## src/rtl/sbs_pkg.sv

```systemverilog
`default_nettype none
// ----------------------------------------------------------------------------
// sbs_pkg: shared types and constants for the string bubble sorter
// Holds the command passed from the front queue to the back engine.
// ----------------------------------------------------------------------------
package sbs_pkg;

    localparam int MAX_LINES_DEF  = 32;
    localparam int LINE_BYTES_DEF = 128;
    localparam int LINE_INDEX_W   = 5;

    // register index, taken from paddr[2]
    localparam logic REG_SORT_ASC = 1'b0;

    typedef struct packed {
        logic [7:0] char_code;
        logic       end_line;
        logic       end_set;
    } sbs_cmd_t;

endpackage
`default_nettype wire

```

## src/rtl/sbs_front.sv

```systemverilog
`default_nettype none
// ----------------------------------------------------------------------------
// sbs_front: input stage and command queue
// Accepts byte requests, folds set end into line end and queues them.
// ----------------------------------------------------------------------------
module sbs_front
    import sbs_pkg::*;
(
    input  wire logic     aclk,
    input  wire logic     aresetn,
    input  wire logic     s_tvalid,
    output logic          s_tready,
    input  wire logic [7:0] s_tdata,
    input  wire logic     s_tlast,
    input  wire logic     s_tuser,
    output logic          cmd_valid,
    input  wire logic     cmd_ready,
    output sbs_cmd_t      cmd
);

    sbs_cmd_t   q_reg [2];
    logic       head_reg;
    logic       tail_reg;
    logic [1:0] cnt_reg;
    logic       push;
    logic       pop;
    sbs_cmd_t   in_cmd;

    assign s_tready  = (cnt_reg != 2'd2);
    assign cmd_valid = (cnt_reg != 2'd0);
    assign cmd       = q_reg[head_reg];
    assign push      = s_tvalid & s_tready;
    assign pop       = cmd_valid & cmd_ready;

    always_comb begin
        in_cmd.char_code = s_tdata;
        in_cmd.end_line  = s_tuser | s_tlast;
        in_cmd.end_set   = s_tlast;
    end

    always_ff @(posedge aclk) begin
        if (push) begin
            q_reg[tail_reg] <= in_cmd;
        end
    end

    always_ff @(posedge aclk) begin
        if (!aresetn) begin
            head_reg <= 1'b0;
            tail_reg <= 1'b0;
            cnt_reg  <= 2'd0;
        end else begin
            if (push) begin
                tail_reg <= ~tail_reg;
            end
            if (pop) begin
                head_reg <= ~head_reg;
            end
            case ({push, pop})
                2'b10:   cnt_reg <= cnt_reg + 2'd1;
                2'b01:   cnt_reg <= cnt_reg - 2'd1;
                default: cnt_reg <= cnt_reg;
            endcase
        end
    end

endmodule
`default_nettype wire

```

## config.mk

```make
export PLATFORM = sky130hd
export DESIGN_NAME = sbs_front
export DESIGN_NICKNAME = d
export VERILOG_FILES = /design/src/rtl/sbs_pkg.sv /design/src/rtl/sbs_front.sv
export SDC_FILE = /design/constraint.sdc
export NUM_CORES = 1
export LEC_CHECK = 0
export ABC_AREA = 1
export BUFFER_PORTS_ARGS = -buffer_cell sky130_fd_sc_hd__buf_2
export CAP_MARGIN = 5
export CELL_PAD_IN_SITES_DETAIL_PLACEMENT = 0
export CELL_PAD_IN_SITES_GLOBAL_PLACEMENT = 1
export CORE_MARGIN = 1
export CORE_UTILIZATION = 43
export DETAILED_ROUTE_END_ITERATION = 6
export GPL_ROUTABILITY_DRIVEN = 1
export PLACE_DENSITY = 0.88
export SLEW_MARGIN = 30
export SYNTH_ARGS = -nofsm -noshare
export SYNTH_HDL_FRONTEND = slang
export SYNTH_SLANG_ARGS = --single-unit
```

## constraint.sdc

```tcl
create_clock -name aclk -period 2.6 [get_ports aclk]
set_clock_uncertainty 0.2 [all_clocks]
set_input_delay 0.52 -clock aclk [delete_from_list [all_inputs] [get_ports aclk]]
set_output_delay 0.52 -clock aclk [all_outputs]
set_load 0.005 [all_outputs]
```

---- Word level (Yosys, flattened, before mapping) ----
Memories as Yosys holds them, arrays and structs flattened. A register that Yosys moved wholly into a read port is not among the register bits.
Cells that the tools add are included.
operators by class
  eq/ne operators ......................... 3
  mux-type cells .......................... 5
  bitwise operators ....................... 5
  add/subtract/negate cells ............... 2
  reductions and logical operators ........ 2
operators with widths
  operator                                                                number
  1-bit 2-to-1 mux                                                        4
  2-bit case mux with 2 select lines                                      1
  2-bit nonzero test                                                      2
  2-bit by 1-bit adder with 2-bit output (second input constant)          1
  1-bit AND                                                               2
  2-bit by 1-bit equality test with 1-bit output (second input constant)  1
  2-bit equality test (second input constant)                             1
  2-bit inequality test (second input constant)                           1
  1-bit NOT                                                               2
  2-bit by 1-bit subtractor with 2-bit output (second input constant)     1
  1-bit bitwise OR                                                        1
storage, ports and cells
  memory bits (writable) .................. 20
  output and inout bits ................... 12
  memories ................................ 1
  logic and storage cells ................. 21
  input bits .............................. 14
  bits in registers ....................... 4
memory list
  memory  depth  width  rd ports  clocked after Yosys merged registers in  write ports  line             RTL
  q_reg   2      10     1         1                                        1            sbs_front.sv:21  sbs_cmd_t q_reg [2];

---- Longest topological paths before layout ----
  depth in word-level cells ............... 4
  mapped depth ............................ 9
  depth with buffers taken out ............ 9

---- Least setup slack after synthesis ----
OpenSTA, ideal clock, no wires.
  kind .................................... input to register
  start ................................... input port s_tvalid
  end ..................................... memory q_reg[0][0] (netlist bit) (enable)
  buffers on the path ..................... 0
  arrival ................................. 1.026 ns
  stages .................................. 2
  slack ................................... 0.998 ns
  required time ........................... 2.024 ns
  setup time .............................. 0.376 ns
  cells stage by stage .................... nand2_4 nor2_1
between the ends
  longest elaborated chain between the ends .. 3
ends and longest elaborated chain
  item                                    line             RTL
  from (decl)                             sbs_front.sv:11  input wire logic s_tvalid,
  1-bit AND                               sbs_front.sv:32  assign push = s_tvalid & s_tready;
  1-bit 2-to-1 mux                        sbs_front.sv:42  if (push) begin
  1-bit 2-to-1 mux (implied by the code)  sbs_front.sv:43  q_reg[tail_reg] <= in_cmd;
  to (decl)                               sbs_front.sv:21
Every way passes these cells.

==> metrics.txt <==
post-CTS setup buffer count 0; port bufs 25; endpoint class of the critical path output pin; crit path max fanout 10; Post-Syn Nets 83; die area 2510 sq um; Worst setup SP type register; final wirelength 1.33 mm; post-synthesis mux area share 11.3%; Die W 50.1 um; initial antenna violation count 0; initial drt markers 5; first-pass GRT wire length 2.18 mm; Antenna Violating Nets Remaining 0; max reg flops 20; I/O Pins 26; ANT cells 0; CTS H-tree lvls 1; cells taking the most area after synthesis edfxtp_1 60%, dfxtp_1 10%, mux2_2 9.1%; CP max-delay cell dfxtp_1; CTS Root Cell clkbuf_4; post-cts hold buffer count 0; min-delay worst type primary input to register; nets@finish 113; core box area 2190 sq um; Max Root-Sink Buffers 2; Power Dens Cells 766 nW/um^2; Post-Synth Adder-Cell Area 1.26%; worst-path cell chain mux2_2 -> buf_2; largest family of logic cells by synthesized area simple AND/OR/NAND/NOR gates; part of the cycle the worst path needs 82.1%; #FFs+latches synth 25; worst skew pair latency 0.29 ns; endpoints failing hold 0; XOR/XNOR Fraction of Synth Area 0%; Die Ht 50.1 um; Leak 0.470 nW; Remaining Overflow, GRT 0; Avg Cell Area, Syn 14.6 sq um; Worst VDD drop 0.388 mV; post-CTS sizing 0; area delta synth->final 18.4%; post-layout min period 2.13 ns; required time of the critical path 1.88 ns; R2R Path Start cnt_reg[0]; YS warnings 0; post-synth top area cell edfxtp_1; total vias in the final route 584; DP HPWL 1.00 mm; Setup TNS 0 ns; fmax 468 MHz; Fillers 197; Netlist cell types 19; Initial Utilization 45.4%; GPL Wtd Cong 0.757; Synth Cell Area 995 sq um; DRC 0; Post-Synth Simple-Gate Area 12.1%; CTS Buf Count 3; layout cells sized above 1 48.5%; Compound-Gate Fraction of Synth Area 1.89%; RSZ-0062 raised after global routing false; vias in the first global route 525; gr usage total 11.6%; total clock sinks 25; actual slew at the worst max-slew pin 0.554 ns; setup violators final 0; crit path kind register to output pin; wire per inst 10.6 um; status completed; post-synthesis cell count 68; largest net degree at the start of global routing 14; Crit path largest cell delay 0.60 ns; max-slew violation count 0; sequential-to-total area share from yosys stat 70.4%; std cell rows 17; TritonCTS clock tree built; Synth top area share 60.4%; worst endpoint data arrival time 1.41 ns; worst relative slew slack 63.0%; HP Start s_tdata[7]; max cap viols 0; Final Util 53.7%; DRT Pass-1 Iters 4; routed vias/inst 4.67; crit-path leading delay family flip-flops; clock slew at reported path FFs 0.12 ns; crit path buf inv count 1
[path summary, 6_finish.rpt]
path / endpoint / slack, ns / cells after the start
setup reg to reg: q_reg[1][6] / 0.99 / 4
hold / removal: q_reg[1][9] / 0.20 / 1
setup / recovery: cmd[8] / 0.47 / 2
hold reg to reg: head_reg / 0.31 / 2
[cell usage after synthesis]
cell type and n:
nand2_1 5, buf_6 1, inv_2 1, nand3_1 1
o21a_2 1, ha_1 1, mux2_1 2, dfxtp_1 5
o21ai_0 1, nor2_2 2, a21oi_1 1, inv_1 4
edfxtp_1 20, nand2_2 3, nor2_1 8, or2_2 1
nand2_4 2, mux2_2 8, nand4_1 1
[layout make-up]
class	instances	area, sq um	share of cell area [%]
well taps	28	35.0	2.98
clock buffers	4	26.3	2.23
inverters	5	18.8	1.59
flip-flops and latches	25	701	59.5
multi-input cells	37	264	22.4
repair buffers	26	133	11.3
[placed cells by master (no fill, tap or decap), drive strengths merged]
cell type and instances:
inv 5, nand4 1, clkbuf 4, edfxtp 20, or2 1, a21oi 1
mux2 10, nand2 10, buf 26, o21a 1, ha 1, nand3 1
o21ai 1, nor2 10, dfxtp 5
[worst register-to-register path, delay by kind of cell, from the launching register on]
family                 cells  cell delay, ns
and+or+nand+nor            3            0.56
buffers and inverters      1            0.09
DFF                        1            0.41
[layer usage]
layer	vias to the layer above	routed length (um)	GRT usage, %
met4	0	0	2.86
met2	20	669	20.0
met1	270	568	13.9
met5	-	0	0
met3	0	93	3.40
li1	294	-	-
[where the power goes]
part | switching, W | internal, W | leakage [nW]
combinational | 0.000109 | 0.000110 | 0.228
sequential | 0.0000362 | 0.000490 | 0.227
clock | 0.0000970 | 0.0000596 | 0.0150
total | 0.000242 | 0.000660 | 0.470
[cell families after synthesis]
kind of cell             count (synthesis)
buffers and inverters                    6
multiplexers                            10
AND/OR/NAND/NOR                         23
adder cells (fa/ha/maj)                  1
flip-flops                              25
AO/OA/AOI/OAI                            3
[per-stage QoR]
step                hold slack [ns]  total power (W)  area, sq um  cells  setup WS [ns]
floorplan                     0.250         0.000680          995     68          0.998
detailed placement            0.286         0.000758         1150    121          0.782
finish                        0.202         0.000902         1180    125          0.465
global placement              0.267         0.000750         1150    121          0.786
global route                  0.187         0.000956         1180    125          0.372
CTS                           0.197         0.000913         1180    125          0.427
Power figures use the tool's default switching activity.
